<file path="src/hdl/gwws_pkg.sv">
// Shared types, constants and helpers for the greedy word wrap stream block.
// Used by gwws_front, gwws_queue, gwws_back and greedy_word_wrap_stream.
package gwws_pkg;

    localparam int MAX_WIDTH = 60;
    localparam int STORE_AW  = $clog2(MAX_WIDTH);
    localparam int LINE_SAT  = 63;

    localparam logic [5:0] WIDTH_RESET = 6'd40;

    localparam logic [7:0] CH_NUL   = 8'h00;
    localparam logic [7:0] CH_TAB   = 8'h09;
    localparam logic [7:0] CH_LF    = 8'h0A;
    localparam logic [7:0] CH_SPACE = 8'h20;

    typedef logic [5:0] len_t;

    // One command per input beat that produces output. The back end plays the
    // parts in this order: paragraph break, space, word bytes, newline, status.
    typedef struct packed {
        logic para;
        logic space;
        len_t word_len;
        logic nl;
        logic stat;
        logic term;
        logic err;
    } cmd_t;

    typedef struct packed {
        logic                en;
        logic [STORE_AW-1:0] addr;
        logic [7:0]          data;
    } store_wr_t;

    typedef struct packed {
        logic word_done;
    } back_status_t;

    // Saturating line length update.
    function automatic len_t sat_line(input len_t cur, input logic [6:0] add);
        logic [7:0] sum;
        begin
            sum = {2'b00, cur} + {1'b0, add};
            sat_line = (sum > 8'(LINE_SAT)) ? len_t'(LINE_SAT) : sum[5:0];
        end
    endfunction

endpackage

</file>
<file path="src/hdl/greedy_word_wrap_stream.sv">
// Top level of the streaming greedy word wrapper.
// Depends on gwws_pkg, gwws_front, gwws_queue and gwws_back.
//
// Usage: text enters one byte per beat on s_ch (s_valid/s_ready); a zero byte
// ends a text. Wrapped text leaves on the m_ channel, one byte per beat, with
// m_char_valid low only on the status beat of an empty text. m_last_of_run
// marks the last beat caused by one input byte; m_text_end and m_wrap_error
// sit on the final beat of a text, and a set m_wrap_error means the receiver
// should discard that text. The line width is written on cfg_valid/cfg_data
// (cfg_ready is always high) while the block is idle; values above 60 act
// as 60.
// Timing: with the receiver ready, a command goes from the front through the two-entry queue
// to the back end, which takes it while idle and then plays a space, newline or status beat
// from its emit state; a word goes through the emit state and then, for each byte, a store
// read (fetch) and an output register load (word data) before that byte's beat is offered.
// A word byte is held off while an earlier word is still being read out.
// Reset clears all line and word state and sets the width to 40; the word
// store needs no clearing pass. When the receiver stalls, the output register
// holds its beat, the back end waits, and the front keeps accepting bytes
// until the queue fills.
module greedy_word_wrap_stream
    import gwws_pkg::*;
(
    input  logic       aclk,
    input  logic       aresetn,
    input  logic       s_valid,
    output logic       s_ready,
    input  logic [7:0] s_ch,
    input  logic       cfg_valid,
    output logic       cfg_ready,
    input  logic [5:0] cfg_data,
    output logic       m_valid,
    input  logic       m_ready,
    output logic [7:0] m_out_char,
    output logic       m_char_valid,
    output logic       m_text_end,
    output logic       m_wrap_error,
    output logic       m_last_of_run
);

    logic         q_push;
    cmd_t         q_cmd;
    logic         q_full;
    logic         q_pop;
    cmd_t         q_head;
    logic         q_empty;
    store_wr_t    store_wr;
    back_status_t back_status;

    // The front owns all per-text state and decides what each byte produces.
    gwws_front u_front (
        .aclk        (aclk),
        .aresetn     (aresetn),
        .s_valid     (s_valid),
        .s_ready     (s_ready),
        .s_ch        (s_ch),
        .cfg_valid   (cfg_valid),
        .cfg_ready   (cfg_ready),
        .cfg_data    (cfg_data),
        .q_push      (q_push),
        .q_cmd       (q_cmd),
        .q_full      (q_full),
        .store_wr    (store_wr),
        .back_status (back_status)
    );

    // The queue lets the front run ahead of a stalled output.
    gwws_queue u_queue (
        .aclk     (aclk),
        .aresetn  (aresetn),
        .push     (q_push),
        .push_cmd (q_cmd),
        .full     (q_full),
        .pop      (q_pop),
        .head_cmd (q_head),
        .empty    (q_empty)
    );

    // The back end turns each command into result beats.
    gwws_back u_back (
        .aclk          (aclk),
        .aresetn       (aresetn),
        .store_wr      (store_wr),
        .head_cmd      (q_head),
        .q_empty       (q_empty),
        .q_pop         (q_pop),
        .back_status   (back_status),
        .m_valid       (m_valid),
        .m_ready       (m_ready),
        .m_out_char    (m_out_char),
        .m_char_valid  (m_char_valid),
        .m_text_end    (m_text_end),
        .m_wrap_error  (m_wrap_error),
        .m_last_of_run (m_last_of_run)
    );

endmodule

</file>
<file path="src/hdl/gwws_front.sv">
// Front end: accepts text beats, keeps the line and word state, writes word
// bytes to the store and issues commands to the queue. Depends on gwws_pkg.
module gwws_front
    import gwws_pkg::*;
(
    input  logic         aclk,
    input  logic         aresetn,
    input  logic         s_valid,
    output logic         s_ready,
    input  logic [7:0]   s_ch,
    input  logic         cfg_valid,
    output logic         cfg_ready,
    input  logic [5:0]   cfg_data,
    output logic         q_push,
    output cmd_t         q_cmd,
    input  logic         q_full,
    output store_wr_t    store_wr,
    input  back_status_t back_status
);

    len_t       line_width_reg;
    len_t       word_len_reg, word_len_next;
    len_t       line_len_reg, line_len_next;
    logic       nl_seen_reg, nl_seen_next;
    logic       para_reg, para_next;
    logic       err_reg, err_next;
    logic [1:0] word_cnt_reg, word_cnt_next;

    len_t       width_eff;
    len_t       line_base;
    logic       is_sep;
    logic       is_term;
    logic       accept;
    logic       overflow;
    logic       has_cmd;

    assign cfg_ready = 1'b1;
    assign is_term   = (s_ch == CH_NUL);
    assign is_sep    = (s_ch == CH_SPACE) || (s_ch == CH_TAB) || (s_ch == CH_LF);
    assign width_eff = (line_width_reg > len_t'(MAX_WIDTH)) ? len_t'(MAX_WIDTH)
                                                            : line_width_reg;

    // A word byte must wait until no earlier word is still being read out.
    assign s_ready = !q_full && (is_sep || is_term || (word_cnt_reg == 2'd0));
    assign accept  = s_valid && s_ready;
    assign q_push  = accept && has_cmd;

    assign overflow = ({1'b0, word_len_reg} + 7'd1 > {1'b0, width_eff})
                   || (word_len_reg >= len_t'(MAX_WIDTH));

    always_comb begin
        word_len_next = word_len_reg;
        line_len_next = line_len_reg;
        nl_seen_next  = nl_seen_reg;
        para_next     = para_reg;
        err_next      = err_reg;
        q_cmd         = '0;
        has_cmd       = 1'b0;
        store_wr      = '0;
        line_base     = line_len_reg;
        if (accept) begin
            if (is_term) begin
                q_cmd.space    = (word_len_reg != '0) && (line_len_reg != '0);
                q_cmd.word_len = word_len_reg;
                q_cmd.nl       = (word_len_reg != '0) || (line_len_reg != '0);
                q_cmd.stat     = (word_len_reg == '0) && (line_len_reg == '0);
                q_cmd.term     = 1'b1;
                q_cmd.err      = err_reg;
                has_cmd        = 1'b1;
                word_len_next  = '0;
                line_len_next  = '0;
                nl_seen_next   = 1'b0;
                para_next      = 1'b0;
                err_next       = 1'b0;
            end else if (is_sep) begin
                if (word_len_reg != '0) begin
                    q_cmd.space    = (line_len_reg != '0);
                    q_cmd.word_len = word_len_reg;
                    has_cmd        = 1'b1;
                    line_len_next  = sat_line(line_len_reg,
                        7'(word_len_reg) + 7'(line_len_reg != '0));
                    word_len_next  = '0;
                    if (s_ch == CH_LF) begin
                        nl_seen_next = 1'b1;
                    end
                end else if (nl_seen_reg && (s_ch == CH_LF)) begin
                    para_next = 1'b1;
                end else begin
                    nl_seen_next = (s_ch == CH_LF);
                end
            end else begin
                nl_seen_next = 1'b0;
                q_cmd.para   = para_reg;
                para_next    = 1'b0;
                if (para_reg) begin
                    line_base = '0;
                end
                if (overflow) begin
                    err_next = 1'b1;
                end else begin
                    store_wr.en   = 1'b1;
                    store_wr.addr = word_len_reg[STORE_AW-1:0];
                    store_wr.data = s_ch;
                    word_len_next = word_len_reg + 6'd1;
                    // Break before the word once a space plus the word no longer fits.
                    if ((line_base != '0) && ({2'b00, word_len_reg} + 8'd2
                            + {2'b00, line_base} > {2'b00, width_eff})) begin
                        q_cmd.nl  = 1'b1;
                        line_base = '0;
                    end
                end
                line_len_next = line_base;
                has_cmd       = q_cmd.para || q_cmd.nl;
            end
        end
    end

    always_comb begin
        word_cnt_next = word_cnt_reg;
        if (q_push && (q_cmd.word_len != '0) && !back_status.word_done) begin
            word_cnt_next = word_cnt_reg + 2'd1;
        end else if (!(q_push && (q_cmd.word_len != '0)) && back_status.word_done) begin
            word_cnt_next = word_cnt_reg - 2'd1;
        end
    end

    always_ff @(posedge aclk) begin
        if (!aresetn) begin
            line_width_reg <= WIDTH_RESET;
            word_len_reg   <= '0;
            line_len_reg   <= '0;
            nl_seen_reg    <= 1'b0;
            para_reg       <= 1'b0;
            err_reg        <= 1'b0;
            word_cnt_reg   <= '0;
        end else begin
            if (cfg_valid && cfg_ready) begin
                line_width_reg <= cfg_data;
            end
            word_len_reg <= word_len_next;
            line_len_reg <= line_len_next;
            nl_seen_reg  <= nl_seen_next;
            para_reg     <= para_next;
            err_reg      <= err_next;
            word_cnt_reg <= word_cnt_next;
        end
    end

endmodule

</file>
<file path="src/hdl/gwws_queue.sv">
// Two-entry command queue between the front and back ends.
// Depends on gwws_pkg for the command type.
module gwws_queue
    import gwws_pkg::*;
(
    input  logic aclk,
    input  logic aresetn,
    input  logic push,
    input  cmd_t push_cmd,
    output logic full,
    input  logic pop,
    output cmd_t head_cmd,
    output logic empty
);

    cmd_t       slot_reg [2];
    logic       wr_ptr_reg;
    logic       rd_ptr_reg;
    logic [1:0] count_reg;

    assign full     = (count_reg == 2'd2);
    assign empty    = (count_reg == 2'd0);
    assign head_cmd = slot_reg[rd_ptr_reg];

    always_ff @(posedge aclk) begin
        if (push && !full) begin
            slot_reg[wr_ptr_reg] <= push_cmd;
        end
    end

    always_ff @(posedge aclk) begin
        if (!aresetn) begin
            wr_ptr_reg <= 1'b0;
            rd_ptr_reg <= 1'b0;
            count_reg  <= '0;
        end else begin
            if (push && !full) begin
                wr_ptr_reg <= !wr_ptr_reg;
            end
            if (pop && !empty) begin
                rd_ptr_reg <= !rd_ptr_reg;
            end
            if ((push && !full) && !(pop && !empty)) begin
                count_reg <= count_reg + 2'd1;
            end else if (!(push && !full) && (pop && !empty)) begin
                count_reg <= count_reg - 2'd1;
            end
        end
    end

endmodule

</file>
<file path="src/hdl/gwws_back.sv">
// Back end: holds the word store, plays queued commands out as result beats
// through a registered output stage. Depends on gwws_pkg.
module gwws_back
    import gwws_pkg::*;
(
    input  logic         aclk,
    input  logic         aresetn,
    input  store_wr_t    store_wr,
    input  cmd_t         head_cmd,
    input  logic         q_empty,
    output logic         q_pop,
    output back_status_t back_status,
    output logic         m_valid,
    input  logic         m_ready,
    output logic [7:0]   m_out_char,
    output logic         m_char_valid,
    output logic         m_text_end,
    output logic         m_wrap_error,
    output logic         m_last_of_run
);

    typedef enum logic [3:0] {
        ST_IDLE  = 4'b0001,
        ST_EMIT  = 4'b0010,
        ST_FETCH = 4'b0100,
        ST_WDATA = 4'b1000
    } state_t;

    localparam int F_PARA1 = 0;
    localparam int F_PARA2 = 1;
    localparam int F_SPACE = 2;
    localparam int F_WORD  = 3;
    localparam int F_NL    = 4;
    localparam int F_STAT  = 5;

    logic [7:0] store_mem [MAX_WIDTH];
    logic [7:0] mem_q_reg;

    state_t              state_reg, state_next;
    logic [5:0]          flags_reg, flags_next;
    len_t                len_reg, len_next;
    logic [STORE_AW-1:0] idx_reg, idx_next;
    logic                term_reg, term_next;
    logic                err_reg, err_next;

    logic       m_valid_reg, m_valid_next;
    logic [7:0] out_char_reg, out_char_next;
    logic       char_valid_reg, char_valid_next;
    logic       text_end_reg, text_end_next;
    logic       wrap_error_reg, wrap_error_next;
    logic       last_reg, last_next;

    logic       out_free;
    logic [5:0] pick;
    logic [5:0] rest;
    logic [5:0] rest_word;
    logic       last_byte;

    assign out_free  = !m_valid_reg || m_ready;
    assign pick      = flags_reg & (~flags_reg + 6'd1);
    assign rest      = flags_reg & ~pick;
    assign rest_word = flags_reg & ~(6'd1 << F_WORD);
    assign last_byte = ({1'b0, idx_reg} == ({1'b0, len_reg} - 7'd1));
    assign q_pop     = (state_reg == ST_IDLE) && !q_empty;

    always_ff @(posedge aclk) begin
        if (store_wr.en) begin
            store_mem[store_wr.addr] <= store_wr.data;
        end
    end

    always_ff @(posedge aclk) begin
        if (state_reg == ST_FETCH) begin
            mem_q_reg <= store_mem[idx_reg];
        end
    end

    always_comb begin
        state_next      = state_reg;
        flags_next      = flags_reg;
        len_next        = len_reg;
        idx_next        = idx_reg;
        term_next       = term_reg;
        err_next        = err_reg;
        m_valid_next    = m_valid_reg && !m_ready;
        out_char_next   = out_char_reg;
        char_valid_next = char_valid_reg;
        text_end_next   = text_end_reg;
        wrap_error_next = wrap_error_reg;
        last_next       = last_reg;
        back_status     = '0;
        unique case (state_reg)
            ST_IDLE: begin
                if (!q_empty) begin
                    flags_next[F_PARA1] = head_cmd.para;
                    flags_next[F_PARA2] = head_cmd.para;
                    flags_next[F_SPACE] = head_cmd.space;
                    flags_next[F_WORD]  = (head_cmd.word_len != '0);
                    flags_next[F_NL]    = head_cmd.nl;
                    flags_next[F_STAT]  = head_cmd.stat;
                    len_next            = head_cmd.word_len;
                    idx_next            = '0;
                    term_next           = head_cmd.term;
                    err_next            = head_cmd.err;
                    state_next          = ST_EMIT;
                end
            end
            ST_EMIT: begin
                if (pick == '0) begin
                    state_next = ST_IDLE;
                end else if (pick[F_WORD]) begin
                    state_next = ST_FETCH;
                end else if (out_free) begin
                    m_valid_next    = 1'b1;
                    out_char_next   = pick[F_SPACE] ? CH_SPACE
                                    : (pick[F_STAT] ? CH_NUL : CH_LF);
                    char_valid_next = !pick[F_STAT];
                    last_next       = (rest == '0);
                    text_end_next   = term_reg && (rest == '0);
                    wrap_error_next = err_reg && term_reg && (rest == '0);
                    flags_next      = rest;
                    state_next      = (rest == '0) ? ST_IDLE : ST_EMIT;
                end
            end
            ST_FETCH: begin
                state_next = ST_WDATA;
            end
            ST_WDATA: begin
                if (out_free) begin
                    m_valid_next    = 1'b1;
                    out_char_next   = mem_q_reg;
                    char_valid_next = 1'b1;
                    last_next       = last_byte && (rest_word == '0);
                    text_end_next   = term_reg && last_byte && (rest_word == '0);
                    wrap_error_next = err_reg && term_reg && last_byte
                                   && (rest_word == '0);
                    if (last_byte) begin
                        flags_next            = rest_word;
                        back_status.word_done = 1'b1;
                        state_next            = (rest_word == '0) ? ST_IDLE : ST_EMIT;
                    end else begin
                        idx_next   = idx_reg + STORE_AW'(1);
                        state_next = ST_FETCH;
                    end
                end
            end
            default: begin
                state_next = ST_IDLE;
            end
        endcase
    end

    always_ff @(posedge aclk) begin
        if (!aresetn) begin
            state_reg   <= ST_IDLE;
            flags_reg   <= '0;
            m_valid_reg <= 1'b0;
        end else begin
            state_reg   <= state_next;
            flags_reg   <= flags_next;
            m_valid_reg <= m_valid_next;
        end
    end

    always_ff @(posedge aclk) begin
        len_reg        <= len_next;
        idx_reg        <= idx_next;
        term_reg       <= term_next;
        err_reg        <= err_next;
        out_char_reg   <= out_char_next;
        char_valid_reg <= char_valid_next;
        text_end_reg   <= text_end_next;
        wrap_error_reg <= wrap_error_next;
        last_reg       <= last_next;
    end

    assign m_valid       = m_valid_reg;
    assign m_out_char    = out_char_reg;
    assign m_char_valid  = char_valid_reg;
    assign m_text_end    = text_end_reg;
    assign m_wrap_error  = wrap_error_reg;
    assign m_last_of_run = last_reg;

endmodule

</file>
<file path="config.mk">
export PLATFORM = sky130hd
export DESIGN_NAME = greedy_word_wrap_stream
export DESIGN_NICKNAME = d
export VERILOG_FILES = /design/src/hdl/gwws_pkg.sv /design/src/hdl/greedy_word_wrap_stream.sv /design/src/hdl/gwws_front.sv /design/src/hdl/gwws_queue.sv /design/src/hdl/gwws_back.sv
export SDC_FILE = /design/constraint.sdc
export NUM_CORES = 1
export LEC_CHECK = 0
export ABC_AREA = 1
export BUFFER_PORTS_ARGS = -buffer_cell sky130_fd_sc_hd__buf_2
export CELL_PAD_IN_SITES_DETAIL_PLACEMENT = 1
export CELL_PAD_IN_SITES_GLOBAL_PLACEMENT = 1
export CORE_MARGIN = 3
export CORE_UTILIZATION = 47
export DETAILED_ROUTE_END_ITERATION = 7
export PLACE_DENSITY = 0.83
export SLEW_MARGIN = 20
export SYNTH_ARGS = -nofsm -noshare
export SYNTH_HDL_FRONTEND = slang
export SYNTH_HIERARCHICAL = 1
export SYNTH_SLANG_ARGS = --single-unit
</file>
<file path="constraint.sdc">
create_clock -name aclk -period 4.54 [get_ports aclk]
set_clock_uncertainty 0.2 [all_clocks]
set_input_delay 0 -clock aclk [delete_from_list [all_inputs] [get_ports aclk]]
set_output_delay 0 -clock aclk [all_outputs]
set_load 0.01 [all_outputs]
</file>
==> metrics <==
status=completed; Sink Count=577; setup violators final=0; VDD IR max=about 0.5 mV; Crit Path Max Fanout=8; Critical Path Start=u_front/word_len_reg[2]; Die Y=roughly 240 µm; largest cells by area after synthesis=edfxtp_1 64%, nor2_1 6.6%, o21ai_0 4.4%, nand2_1 3.2%, dfxtp_1 3.1%; synthesized flop and latch total=between 500 and 600; drt total wl=~78000 µm; total core area=52700 µm²; share of flip-flops with an asynchronous set or reset=0; max-slew violation count=0; most frequent cells after synthesis=538 x edfxtp_1, 444 x nor2_1, 223 x o21ai_0; I/O pins=34; LEAKAGE=10.2 nW; ANT nets after route=0; critical path capture point type=flop; post-synthesis cell type count=between 40 and 50; Fin. Hold Viols=0; Port Buf Inserts=32; Least-Margin Pin Slew=1140 ps; Chip Width=about 240 µm; CTS H-tree lvls=2; WP data arrival=4460 ps; first-pass GRT wire length=119000 µm; die area=approximately 56000 µm²; grt ovf=0; hpwl dp=~47000 µm; Hold Crit Class=in2reg; power per cell area=approximately 550 nW/µm²; utilization after layout=0.544; Max-slew headroom=0.237; max reg flops=between 400 and 500; Initial Util=0.477; post-route setup TNS=0 ps; count leader, synth=edfxtp_1; Wirelength per Cell=about 26 µm; cells after synthesis=about 2200; share of layout cells above drive strength 1=0.123; Critical R2R Launch=u_front/word_len_reg[2]; Post-Syn Area=approximately 25000 µm²; Initial DRC Count=~2000; Post-synth EDFFs=around 540; Worst setup SP type=flop; largest net degree at the start of global routing=243; area leader, netlist=edfxtp_1; top cell type's share of synthesized area=0.644; residual DRC count=0; synthesized net count=~2300; # nets final=roughly 2400; Yosys warning count=6; area growth from synthesis to layout=14.2%; minimum clock period=approximately 4300 ps; Via density=between 6 and 7; fmax=~230 MHz; TritonCTS clock tree=built; critical path class=reg2reg; vias in the first global route=19933; Final Non-Filler Cells=around 3100; sequential area share after synthesis=0.675; cell row count=84; clk slew on worst S/H paths=approximately 70 ps; GPL Wtd Cong=0.918; Worst EP required=around 4700 ps; MaxCap Viol Count=0; GRT Total Usage=0.275; Hold Slack=about 190 ps; clock root cell=clkbuf_16; top_reg_cell synth=edfxtp_1; RSZ-0062 raised after global routing=yes; Detailed Routing Iterations Pass 1=6; Pwr Total=~0.016 W; n_diodes=0; Max Root-Sink Buffers=3; CTS Buf Count=a little under 60; via count=~19000; initial antenna violation count=0; syn_area_per_cell=roughly 11 µm²; Tcrit/Tclk final=0.953; Worst Min Path Start=m_ready; worst skew pair latency=630 ps; placed cells=around 2900
critical path, stage by stage (launching register included):
cell,delay (ps)
dfxtp_1,490
nand2_1,140
inv_1,120
nand2_1,70
xor2_1,210
inv_1,90
ha_1,290
nand2_1,90
inv_1,50
nand2_1,60
nand2_1,50
nand2_1,60
nand2_1,60
nand2_1,120
nand3_2,180
nor3_1,370
inv_1,190
nor3_1,390
nand2_2,350
nor2_1,230
buf_4,210
routing by layer:
layer	global-route usage	vias up	routed length [µm]
li1	-	8101	-
met5	0	-	0
met1	0.347	9499	30100
met2	0.471	938	39100
met4	0.117	0	3480
met3	0.0433	223	5600
layout make-up:
cell class	instances	area (µm²)
flip-flops and latches	577	16900
clock inverters	37	349
fillers	5520	24000
repair buffers	165	1380
clock buffers	72	1550
well taps	688	861
inverters	143	544
multi-input cells	1384	7040
cell families after synthesis:
kind of cell | after synthesis | synth area share
mux | 12 | 0.00538
simple gates | 837 | 0.139
flops | 577 | 0.675
compound gates | 483 | 0.107
buf+inv | 253 | 0.0489
other cells | 1 | 0.000149
xor+xnor | 16 | 0.00558
fa+ha+maj | 35 | 0.0183
through the flow:
stage | setup WS (ps) | area, µm²
after floorplan | 476 | 25100
after global placement | 261 | 26300
after detailed placement | 60.5 | 26300
after CTS | 23.2 | 28600
after global routing | -39.8 | 28700
final | 213 | 28700
report_power, final:
part / internal (W) / total [W] / switching, W
clock network: 0.00276 / 0.00483 / 0.00208
registers: 0.00603 / 0.00614 / 0.000117
logic: 0.00123 / 0.00466 / 0.00343
layout by cell type (no fill, tap or decap), types with 3 or more instances in the layout:
| cell | Yosys | final |
|---|---|---|
| a21oi_1 | 68 | 65 |
| a21oi_2 | 0 | 3 |
| a31oi_1 | 3 | 3 |
| buf_12 | 0 | 10 |
| buf_2 | 32 | 32 |
| buf_4 | 15 | 83 |
| bufinv_16 | 0 | 6 |
| clkbuf_1 | 35 | 11 |
| clkbuf_16 | 0 | 59 |
| clkinv_1 | 2 | 17 |
| clkinv_2 | 0 | 9 |
| clkinvlp_4 | 0 | 4 |
| dfxtp_1 | 39 | 36 |
| dlygate4sd3_1 | 0 | 40 |
| edfxtp_1 | 538 | 538 |
| fa_1 | 3 | 3 |
| ha_1 | 32 | 32 |
| inv_1 | 125 | 124 |
| inv_2 | 14 | 15 |
| mux2_2 | 12 | 12 |
| nand2_1 | 215 | 211 |
| nand2_2 | 5 | 9 |
| nand3_1 | 105 | 105 |
| nand3_2 | 6 | 6 |
| nand4_1 | 16 | 16 |
| nor2_1 | 444 | 431 |
| nor2_2 | 6 | 11 |
| nor2_4 | 3 | 11 |
| nor3_1 | 23 | 20 |
| nor3_2 | 3 | 6 |
| o211ai_1 | 40 | 40 |
| o21ai_0 | 223 | 223 |
| o21ai_1 | 61 | 61 |
| o221ai_1 | 22 | 22 |
| o22ai_1 | 59 | 59 |
| or2_2 | 3 | 3 |
| xnor2_1 | 7 | 7 |
| xor2_1 | 9 | 9 |
final timing paths:
path | end | slack, ps | cells past startpoint
setup / recovery | u_back/store_mem[11][4] | 210 | 20
hold / removal | u_back/state_reg[3] | 190 | 5
setup reg to reg | u_back/store_mem[11][4] | 210 | 20
hold reg to reg | u_front/err_reg | 290 | 2
repair_timing:
| action | 4_1_cts | 5_1_grt |
|---|---|---|
| cloned | 0 | 0 |
| pin swaps | 0 | 1 |
| setup endpoints to repair | 9 | 297 |
| endpoints found under the hold margin | 535 | 0 |
| setup buffers | 0 | 3 |
| resized for setup | 2 | 17 |
| hold buffers | 40 | 0 |
Note: power is estimated with default switching activity, not from simulation.
